==> src/mh64_pkg.sv <==
`default_nettype none
// ----------------------------------------------------------------------------
// mh64_pkg: shared types and constants for the MurmurHash64A stream block
// Holds the mixing constants, the controller states and the command and
// status records that pass between the controller and the datapath.
// ----------------------------------------------------------------------------
package mh64_pkg;

	localparam logic [63:0] MIX_MULT  = 64'hc6a4a7935bd1e995;
	localparam logic [31:0] MIX_LO    = MIX_MULT[31:0];
	localparam logic [31:0] MIX_HI    = MIX_MULT[63:32];
	localparam int unsigned MIX_SHIFT = 47;

	// Partial products of a 64-bit by constant multiply, one per cycle.
	localparam logic [1:0] STEP_LL = 2'd0;
	localparam logic [1:0] STEP_HL = 2'd1;
	localparam logic [1:0] STEP_LH = 2'd2;

	typedef enum logic [3:0] {
		ST_IDLE,
		ST_START,
		ST_LEN_MUL,
		ST_LEN_DONE,
		ST_DISPATCH,
		ST_W1_MUL,
		ST_W1_DONE,
		ST_W2_MUL,
		ST_W2_DONE,
		ST_H_MUL,
		ST_H_DONE,
		ST_FIN_PRE,
		ST_F_MUL,
		ST_OUT
	} state_t;

	typedef enum logic [3:0] {
		OP_NONE,
		OP_LOAD,
		OP_MUL,
		OP_SEED,
		OP_XW,
		OP_TAIL,
		OP_MIXW,
		OP_XORH,
		OP_SETH,
		OP_FPRE,
		OP_OUT
	} dp_op_t;

	typedef struct packed {
		dp_op_t     op;
		logic [1:0] step;
	} dp_cmd_t;

	typedef struct packed {
		logic first;
		logic last;
		logic full;
		logic some;
		logic out_busy;
	} dp_status_t;

endpackage
`default_nettype wire

==> src/mh64_datapath.sv <==
`default_nettype none
// ----------------------------------------------------------------------------
// mh64_datapath: hash registers and shared multiplier
// Holds the running hash, the captured item, the multiplier operand and the
// product accumulator, and the output register towards the result channel.
// ----------------------------------------------------------------------------
module mh64_datapath
	import mh64_pkg::*;
(
	input  wire logic        clk,
	input  wire logic        arst_n,
	input  wire dp_cmd_t     cmd,
	output dp_status_t       status,
	input  wire logic [63:0] hash_seed,
	input  wire logic [63:0] data_word,
	input  wire logic [3:0]  valid_bytes,
	input  wire logic [30:0] total_length,
	input  wire logic        first,
	input  wire logic        last,
	output logic             hash_valid,
	input  wire logic        hash_stall,
	output logic [63:0]      hash_value
);

	logic [63:0] h_q;
	logic [63:0] x_q;
	logic [63:0] acc_q;
	logic [63:0] word_q;
	logic [3:0]  nb_q;
	logic        first_q;
	logic        last_q;
	logic [63:0] hash_q;
	logic        hash_valid_q;

	logic [31:0] mul_a;
	logic [31:0] mul_b;
	logic [63:0] prod;
	logic [63:0] tail_mask;

	// One 32 by 32 partial product a cycle; the high cross terms only reach
	// the upper half of the truncated 64-bit result.
	always_comb begin
		mul_a = (cmd.step == STEP_HL) ? x_q[63:32] : x_q[31:0];
		mul_b = (cmd.step == STEP_LH) ? MIX_HI : MIX_LO;
		prod  = 64'(mul_a) * 64'(mul_b);
	end

	always_comb begin
		for (int i = 0; i < 8; i++) begin
			tail_mask[8*i +: 8] = (4'(i) < nb_q) ? 8'hff : 8'h00;
		end
	end

	always_ff @(posedge clk) begin
		case (cmd.op)
			OP_LOAD: begin
				word_q  <= data_word;
				nb_q    <= valid_bytes;
				first_q <= first;
				last_q  <= last;
				x_q     <= {33'b0, total_length};
			end
			OP_MUL: begin
				if (cmd.step == STEP_LL) begin
					acc_q <= prod;
				end else begin
					acc_q[63:32] <= acc_q[63:32] + prod[31:0];
				end
			end
			OP_XW:   x_q <= word_q;
			OP_TAIL: x_q <= h_q ^ (word_q & tail_mask);
			OP_MIXW: x_q <= acc_q ^ (acc_q >> MIX_SHIFT);
			OP_XORH: x_q <= h_q ^ acc_q;
			OP_FPRE: x_q <= h_q ^ (h_q >> MIX_SHIFT);
			OP_OUT:  hash_q <= acc_q ^ (acc_q >> MIX_SHIFT);
			default: ;
		endcase
	end

	always_ff @(posedge clk or negedge arst_n) begin
		if (!arst_n) begin
			h_q <= '0;
		end else if (cmd.op == OP_SEED) begin
			h_q <= hash_seed ^ acc_q;
		end else if (cmd.op == OP_SETH) begin
			h_q <= acc_q;
		end
	end

	always_ff @(posedge clk or negedge arst_n) begin
		if (!arst_n) begin
			hash_valid_q <= 1'b0;
		end else if (cmd.op == OP_OUT) begin
			hash_valid_q <= 1'b1;
		end else if (!hash_stall) begin
			hash_valid_q <= 1'b0;
		end
	end

	always_comb begin
		status.first    = first_q;
		status.last     = last_q;
		status.full     = nb_q[3];
		status.some     = (nb_q != 4'd0);
		status.out_busy = hash_valid_q && hash_stall;
	end

	assign hash_valid = hash_valid_q;
	assign hash_value = hash_q;

endmodule
`default_nettype wire

==> src/mh64_ctrl.sv <==
`default_nettype none
// ----------------------------------------------------------------------------
// mh64_ctrl: sequencer for the MurmurHash64A stream block
// Steps each item through the start value, block or tail mixing and the
// final avalanche, driving the shared multiplier one partial product at a time.
// ----------------------------------------------------------------------------
module mh64_ctrl
	import mh64_pkg::*;
(
	input  wire logic       clk,
	input  wire logic       arst_n,
	input  wire logic       item_valid,
	output logic            item_stall,
	input  wire dp_status_t status,
	output dp_cmd_t         cmd
);

	state_t     state_q;
	state_t     state_next;
	logic [1:0] step_q;
	logic       mul_state;
	logic       mul_end;

	assign mul_state = (state_q == ST_LEN_MUL) || (state_q == ST_W1_MUL) ||
		(state_q == ST_W2_MUL) || (state_q == ST_H_MUL) || (state_q == ST_F_MUL);
	assign mul_end = mul_state && (step_q == STEP_LH);

	always_comb begin
		state_next = state_q;
		case (state_q)
			ST_IDLE:     if (item_valid) state_next = ST_START;
			ST_START:    state_next = status.first ? ST_LEN_MUL : ST_DISPATCH;
			ST_LEN_MUL:  if (mul_end) state_next = ST_LEN_DONE;
			ST_LEN_DONE: state_next = ST_DISPATCH;
			ST_DISPATCH: begin
				if (status.full) begin
					state_next = ST_W1_MUL;
				end else if (status.some) begin
					state_next = ST_H_MUL;
				end else if (status.last) begin
					state_next = ST_F_MUL;
				end else begin
					state_next = ST_IDLE;
				end
			end
			ST_W1_MUL:   if (mul_end) state_next = ST_W1_DONE;
			ST_W1_DONE:  state_next = ST_W2_MUL;
			ST_W2_MUL:   if (mul_end) state_next = ST_W2_DONE;
			ST_W2_DONE:  state_next = ST_H_MUL;
			ST_H_MUL:    if (mul_end) state_next = ST_H_DONE;
			ST_H_DONE:   state_next = status.last ? ST_FIN_PRE : ST_IDLE;
			ST_FIN_PRE:  state_next = ST_F_MUL;
			ST_F_MUL:    if (mul_end) state_next = ST_OUT;
			ST_OUT:      if (!status.out_busy) state_next = ST_IDLE;
			default:     state_next = ST_IDLE;
		endcase
	end

	always_comb begin
		cmd.op     = OP_NONE;
		cmd.step   = step_q;
		item_stall = (state_q != ST_IDLE);
		case (state_q)
			ST_IDLE:     if (item_valid) cmd.op = OP_LOAD;
			ST_LEN_MUL,
			ST_W1_MUL,
			ST_W2_MUL,
			ST_H_MUL,
			ST_F_MUL:    cmd.op = OP_MUL;
			ST_LEN_DONE: cmd.op = OP_SEED;
			ST_DISPATCH: begin
				if (status.full) begin
					cmd.op = OP_XW;
				end else if (status.some) begin
					cmd.op = OP_TAIL;
				end else if (status.last) begin
					cmd.op = OP_FPRE;
				end
			end
			ST_W1_DONE:  cmd.op = OP_MIXW;
			ST_W2_DONE:  cmd.op = OP_XORH;
			ST_H_DONE:   cmd.op = OP_SETH;
			ST_FIN_PRE:  cmd.op = OP_FPRE;
			ST_OUT:      if (!status.out_busy) cmd.op = OP_OUT;
			default:     cmd.op = OP_NONE;
		endcase
	end

	always_ff @(posedge clk or negedge arst_n) begin
		if (!arst_n) begin
			state_q <= ST_IDLE;
			step_q  <= STEP_LL;
		end else begin
			state_q <= state_next;
			if (mul_end || !mul_state) begin
				step_q <= STEP_LL;
			end else begin
				step_q <= step_q + 2'd1;
			end
		end
	end

`ifndef NO_ASSERTIONS
	a_accept_leaves_idle: assert property (@(posedge clk) disable iff (!arst_n)
		(item_valid && !item_stall) |=> (state_q == ST_START))
		else $error("accepted item did not start the sequence");

	a_step_range: assert property (@(posedge clk) disable iff (!arst_n)
		(step_q == STEP_LL) || (step_q == STEP_HL) || (step_q == STEP_LH))
		else $error("multiplier step out of range");

	a_step_idle: assert property (@(posedge clk) disable iff (!arst_n)
		!mul_state |-> (step_q == STEP_LL))
		else $error("multiplier step not cleared outside a multiply");
`endif

endmodule
`default_nettype wire

==> src/murmur_hash64a_stream.sv <==
// The result is registered in the OUT state after the final multiply, held until
// taken. A new item is taken only once the sequence for the last one is idle.
// Each 64-bit multiply by the constant runs as the low, high-low and low-high
// partial products on one shared 32 by 32 multiplier.
// Reset clears the running hash, the seed and the controller to idle.
`default_nettype none
// ----------------------------------------------------------------------------
// murmur_hash64a_stream: streaming MurmurHash64A
// Hashes a byte string arriving as little-endian 64-bit words and gives the
// 64-bit hash on the last item; the seed is set through an APB-style port.
// ----------------------------------------------------------------------------
module murmur_hash64a_stream
	import mh64_pkg::*;
(
	input  wire logic        clk,
	input  wire logic        arst_n,
	input  wire logic        psel,
	input  wire logic        penable,
	input  wire logic        pwrite,
	input  wire logic [3:0]  paddr,
	input  wire logic [63:0] pwdata,
	output logic [63:0]      prdata,
	output logic             pready,
	input  wire logic        item_valid,
	output logic             item_stall,
	input  wire logic [63:0] data_word,
	input  wire logic [3:0]  valid_bytes,
	input  wire logic [30:0] total_length,
	input  wire logic        first,
	input  wire logic        last,
	output logic             hash_valid,
	input  wire logic        hash_stall,
	output logic [63:0]      hash_value
);

	logic [63:0] hash_seed_q;
	logic        seed_sel;
	dp_cmd_t     cmd;
	dp_status_t  status;

	// Only the seed register exists; byte addresses 0 to 7 select it.
	assign seed_sel = !paddr[3];
	assign pready   = 1'b1;
	assign prdata   = seed_sel ? hash_seed_q : 64'd0;

	always_ff @(posedge clk or negedge arst_n) begin
		if (!arst_n) begin
			hash_seed_q <= '0;
		end else if (psel && penable && pwrite && seed_sel) begin
			hash_seed_q <= pwdata;
		end
	end

	mh64_ctrl u_ctrl (
		.clk        (clk),
		.arst_n     (arst_n),
		.item_valid (item_valid),
		.item_stall (item_stall),
		.status     (status),
		.cmd        (cmd)
	);

	mh64_datapath u_datapath (
		.clk          (clk),
		.arst_n       (arst_n),
		.cmd          (cmd),
		.status       (status),
		.hash_seed    (hash_seed_q),
		.data_word    (data_word),
		.valid_bytes  (valid_bytes),
		.total_length (total_length),
		.first        (first),
		.last         (last),
		.hash_valid   (hash_valid),
		.hash_stall   (hash_stall),
		.hash_value   (hash_value)
	);

`ifndef NO_ASSERTIONS
	a_no_overwrite: assert property (@(posedge clk) disable iff (!arst_n)
		(cmd.op == OP_OUT) |-> !(hash_valid && hash_stall))
		else $error("result register overwritten while an item waits");

	a_no_load_busy: assert property (@(posedge clk) disable iff (!arst_n)
		(cmd.op == OP_LOAD) |-> (item_valid && !item_stall))
		else $error("item captured without an accept");

	a_result_after_mul: assert property (@(posedge clk) disable iff (!arst_n)
		$rose(hash_valid) |-> $past(cmd.op == OP_OUT))
		else $error("result raised without a final multiply");
`endif

endmodule
`default_nettype wire

==> config.mk <==
export PLATFORM = sky130hd
export DESIGN_NAME = murmur_hash64a_stream
export DESIGN_NICKNAME = d
export VERILOG_FILES = /design/src/mh64_pkg.sv /design/src/mh64_datapath.sv /design/src/mh64_ctrl.sv /design/src/murmur_hash64a_stream.sv
export SDC_FILE = /design/constraint.sdc
export NUM_CORES = 2
export LEC_CHECK = 0
export BUFFER_PORTS_ARGS = -buffer_cell sky130_fd_sc_hd__buf_2
export CAP_MARGIN = 20
export CORE_AREA = 5 5 272 274
export DETAILED_ROUTE_END_ITERATION = 7
export DIE_AREA = 0 0 277 279
export HOLD_SLACK_MARGIN = 0.05
export PLACE_DENSITY = 0.88
export SLEW_MARGIN = 10
export SYNTH_ARGS = -nofsm -noshare
export SYNTH_HDL_FRONTEND = slang
export SYNTH_SLANG_ARGS = --single-unit
export TNS_END_PERCENT = 5
==> constraint.sdc <==
create_clock -name clk -period 12.64 [get_ports clk]
set_clock_uncertainty 0.05 [all_clocks]
set_input_delay 0.632 -clock clk [delete_from_list [all_inputs] [get_ports clk]]
set_output_delay 0.632 -clock clk [all_outputs]
set_load 0.02 [all_outputs]
; Word level (Yosys, flattened, before mapping)
; Index checks and enable logic that the tools add are counted.
[word_totals]
reg_bits = 397
inputBits = 176
output_inout_bits = 131
[op_classes]
add_sub_neg = 2
multipliers = 1
order_cmp = 8
n_eq_ne = 33
muxes = 37
n_bitwise = 6
n_reduce_logical = 21
[op_table]
columns = cell, count
row1 = 64-bit case mux with 6 select lines, 1
row2 = 64-bit 2-to-1 mux, 3
row3 = 64-bit XOR, 3
row4 = 64-bit by 17-bit XOR with 64-bit output, 2
row5 = 32-bit 2-to-1 mux, 3
row6 = 64-bit AND, 1
row7 = 32-bit by 32-bit multiplier with 64-bit output, 1
row8 = 8-bit 2-to-1 mux, 8
row9 = 4-bit 2-to-1 mux, 15
row10 = 4-bit case mux with 14 select lines, 1
row11 = "4-bit == test, second input constant", 9
row12 = 4-bit case mux with 9 select lines, 1
row13 = 32-bit adder, 1
row14 = "4-bit by 3-bit == test with 1-bit output, second input constant", 8
row15 = "4-bit by 2-bit == test with 1-bit output, second input constant", 4
row16 = "3-bit by 4-bit less-than comparator with 1-bit output, first input constant", 4
row17 = "2-bit by 1-bit != test with 1-bit output, second input constant", 6
row18 = "4-bit by 1-bit == test with 1-bit output, second input constant", 2
row19 = "1-bit by 4-bit less-than comparator with 1-bit output, first input constant", 2
row20 = "2-bit by 4-bit less-than comparator with 1-bit output, first input constant", 2
row21 = 4-bit nonzero test, 2
row22 = 7-bit AND reduction, 1
row23 = 6-bit nonzero test, 1
row24 = 1-bit logical AND, 5
row25 = 14 further kinds, 22

; Depth between registers and ports, before layout
[logic_depth]
ltp_word = 8
depth_mapped = 41
depth_no_buf = 38

; Hierarchy
; A second synthesis with hierarchy kept.
[unflattened]
cells_unflattened = 4234
hier_area_um2 = 44351.3
[by_module_without_submodules]
columns = mod, instances, cells_per_inst, area_per_inst_um2, seq_area_each_um2
row1 = mh64_datapath, 1, 3947, 40606.4, 9494.1
row2 = murmur_hash64a_stream, 1, 209, 3141.8, 1601.5
row3 = mh64_ctrl, 1, 78, 603.1, 150.1

; Worst setup path after synthesis
; Ideal clock, no wire load.
[synth_path]
path_kind = register to register
start = register u_ctrl.step_q[1]
end = register u_datapath.acc_q[62], data pin
t_arrival_ps = 9211
t_required_ps = 12400
slack_ps = 3189
path_stages_with_launch = 37
path_buffers = 4
cell_sequence = dfrtp_1 -> inv_1 -> ha_1 -> clkbuf_1 -> buf_2 -> buf_1 -> mux2_2 -> inv_1 -> nor2_1 -> ha_1 -> fa_1 -> inv_1 -> fa_1 -> fa_1 -> inv_1 -> fa_1 -> fa_1 -> fa_1 -> inv_1 -> fa_1 -> inv_1 -> ha_1 -> clkbuf_1 -> a21o_1 -> a211o_1 -> o22ai_1 -> xnor2_1 -> ha_1 -> a21o_1 -> a21oi_1 -> nor2b_1 -> o21a_1 -> nor2_1 -> o21ai_1 -> a221oi_1 -> nor3b_1 -> a2111oi_2
[synth_via]
elab_chain_cells = 5
word_cells_on_any_way = 8
cone_classes = add/sub (1) / mul (1) / eq/ne (2) / mux (3) / reduce/logical (1)
[synth_rtl]
columns = item, line
row1 = "start, declared", mh64_ctrl.sv:20  ; logic [1:0] step_q;
row2 = "start signal, assigned", mh64_ctrl.sv:98  ; step_q <= step_q + 2'd1;
row3 = 2-bit by 1-bit == test with 1-bit output or 2-bit == test (tied branches), "mh64_datapath.sv:43, mh64_datapath.sv:44"
row4 = 32-bit 2-to-1 mux (on tied branches), "mh64_datapath.sv:43, mh64_datapath.sv:44"
row5 = 32-bit by 32-bit multiplier with 64-bit output (*), mh64_datapath.sv:45  ; prod = 64'(mul_a) * 64'(mul_b);
row6 = net u_datapath.prod[23], mh64_datapath.sv:37  ; logic [63:0] prod;
row7 = 32-bit adder (*), mh64_datapath.sv:67  ; acc_q[63:32] <= acc_q[63:32] + prod[31:0];
row8 = 32-bit 2-to-1 mux (*), mh64_datapath.sv:64  ; if (cmd.step == STEP_LL) begin
row9 = "end signal, assigned", mh64_datapath.sv:65  ; acc_q <= prod;
row10 = "end signal, assigned", mh64_datapath.sv:67
row11 = "end, declared", mh64_datapath.sv:27  ; logic [63:0] acc_q;
; The timed path passes the listed nets; every way through them passes the cells marked *.
; A chain may end at the register's enable or synchronous reset.

; Worst setup path in the final report
; Ends and elaborated chain as after synthesis.

==> summary.txt <==
status - complete, but fails checks
failing checks - DRC
Placement Rows - 98
Reg clk slew, reported paths - 0.06 ns
Layout area overhead - 8.789%
Synth top area share - 0.2774
dpl hpwl - 114.6 mm
CP peak stage delay - 0.79 ns
WP data required - 12.96 ns
Final Cycle Share - 0.8909
postcts setup bufs - 0
Final #Nets - 5700
TNS Setup - 0 ns
DRC Markers - 1
vias in the first global route - 35790
most frequent cell after synthesis - inv_1
worst-margin pin slew - 1.243 ns
synthesized area - 44240 sq um
sequential fraction of the synthesis area - 0.2542
TritonRoute pass-1 iters - 8
All-Layer GR Usage - 0.3683
# IOs - 307
path depth of the worst reg2reg path - 33
routed via count - 34480
largest cells by area after synthesis - fa_1, edfxtp_1, ha_1, dfrtp_1, inv_1
syn avg cell area - 10.45 sq um
crit start category - flip-flop
RSZ-0062 raised after global routing - false
Synth warnings - 0
reg2reg end - u_datapath.acc_q[62]
top_reg_cell synth - edfxtp_1
IO Port Bufs - 302
Initial Util - 0.6221
PostCTS Resize Cnt - 0
Setup Viol. Count Final - 0
max cap viols - 0
CP bufs+invs - 6
worst reg2reg path startpoint - u_ctrl.step_q[1]
RD Place Congestion - 1.036
Die ar. - 77280 sq um
top cells by count, synth - inv_1, fa_1, ha_1
drt first-iter violations - 4343
chip height - 279 um
Clock Tree Root - clkbuf_16
antenna viol nets, final - 0
Fmax - 88.80 MHz
remaining global-route overflow - 0
Final Max Tran Viols - 0
Yosys reg bits - 397
fraction of layout instances using a drive strength above 1 - 0.1219
fill count - 5097
Critical Path End Type - flip-flop
Clock Sinks - 397
Max Root-Sink Buffers - 3
Crit path max-delay family - adder cells
Via density - 6.300
slowest CP cell - ha_1
Rel. slew slack - 0.1682
clock buffer count from CTS - 38
core area - 71120 sq um
die width - 277 um
Routed Wire Length - 143.5 mm
CTS tree - built
Post-Synthesis Cells - 4232
Wirelength per Cell - 26.21 um
Post-Syn Nets - 5458
WS Path Type - flip-flop to flip-flop
final hold vios - 0
min Tclk post-route - 11.26 ns
CP Max Fanout - 16
hold-fix buffer count after cts - 0
Post-synth ARST share - 0.3401
Synth cell types - 84
reg2reg setup slack - 1.38 ns
Post-synth EDFFs - 262
global-route wire length before repair - 216.6 mm
Clk Latency, worst-skew pair - 0.57 ns
area leader, netlist - fa_1
largest net degree at the start of global routing - 92
Hold WC Path Type - input port to asynchronous set/reset pin
Critical Path AT - 11.59 ns
initial antenna violation count - 18
H-tree Lvls - 2
[cells in the final DEF (no fill, tap or decap), types with 29 or more instances in the layout]
cell type	synthesis	layout
a21o_1	70	70
a21oi_1	292	291
a22oi_1	95	95
buf_2	27	301
buf_4	4	49
clkbuf_16	0	38
dfrtp_1	135	135
edfxtp_1	262	262
fa_1	613	613
ha_1	437	435
inv_1	774	774
mux2_2	81	81
nand2_1	199	199
nand2b_1	56	55
nand3_1	29	29
nor2_1	253	251
nor2b_1	76	75
o21ai_0	77	77
xnor2_1	90	90
xor2_1	143	143
[per-stage QoR]
step	utilization	cell area (sq um)	hold slack, ns	setup slack, ns	std cells
floorplan	-	44240	0.2864	3.189	4232
global placement	0.6576	46770	0.4576	1.767	5380
detailed placement	0.6576	46770	0.4602	1.706	5380
CTS	0.6755	48040	0.09061	1.666	5450
global route	0.6766	48120	0.1287	0.8413	5467
finish	0.6768	48130	0.06547	1.379	5473
[registers in the layout (all words and copies together) (netlist names)]
signal,count
hash_seed_q,64
u_datapath.acc_q,64
u_datapath.h_q,64
u_datapath.hash_value,64
u_datapath.word_q,64
u_datapath.x_q,64
u_ctrl.state_q,4
u_datapath.nb_q,4
u_ctrl.step_q,2
u_datapath.first_q,1
u_datapath.hash_valid,1
u_datapath.last_q,1
[cells by family (layout without fill, tap and decap cells)]
group	Yosys count	in the layout	synth area share
muxes	107	107	0.02650
and+or+nand+nor	758	758	0.08077
DFF	397	397	0.2542
buffers and inverters	931	1203	0.08009
other	2	21	0.0001697
AOI/OAI and AO/OA	753	753	0.1107
xor gates and xnor gates	234	234	0.04666
adders and majority gates	1050	1050	0.4009
[per-layer routing]
layer / global-route usage / vias up / wire (um)
li1: - / 14490 / -
met3: 0.1155 / 647 / 19030
met1: 0.4729 / 16790 / 50330
met4: 0.2132 / 4 / 10990
met2: 0.5578 / 2547 / 63030
met5: 0 / - / 81
[area by class of cell]
cell class                      instances  area [sq um]  share of cell area
Multi-Input combinational cell       2904         29530              0.6136
Sequential cell                       397         11250              0.2336
Inverter                              780          2928             0.06083
Timing Repair Buffer                  353          1913             0.03975
Tap cell                              950          1189             0.02469
Clock buffer                           53          1077             0.02238
Clock inverter                         17         200.2            0.004159
Antenna cell                           19         47.55           0.0009878
[worst max-delay path by stage]
stage | startpoint | to | cells after the start
global route | u_ctrl.step_q[1] | u_datapath.acc_q[62] | 33
detailed placement | u_ctrl.step_q[1] | u_datapath.acc_q[62] | 32
floorplan | u_ctrl.step_q[1] | u_datapath.acc_q[62] | 36
CTS | u_ctrl.step_q[1] | u_datapath.acc_q[62] | 33
global placement | u_ctrl.step_q[1] | u_datapath.acc_q[62] | 34
finish | u_ctrl.step_q[1] | u_datapath.acc_q[62] | 33
Power is not shown: default switching activity piles up to over one toggle a cycle in this logic, so the estimate is an artifact.
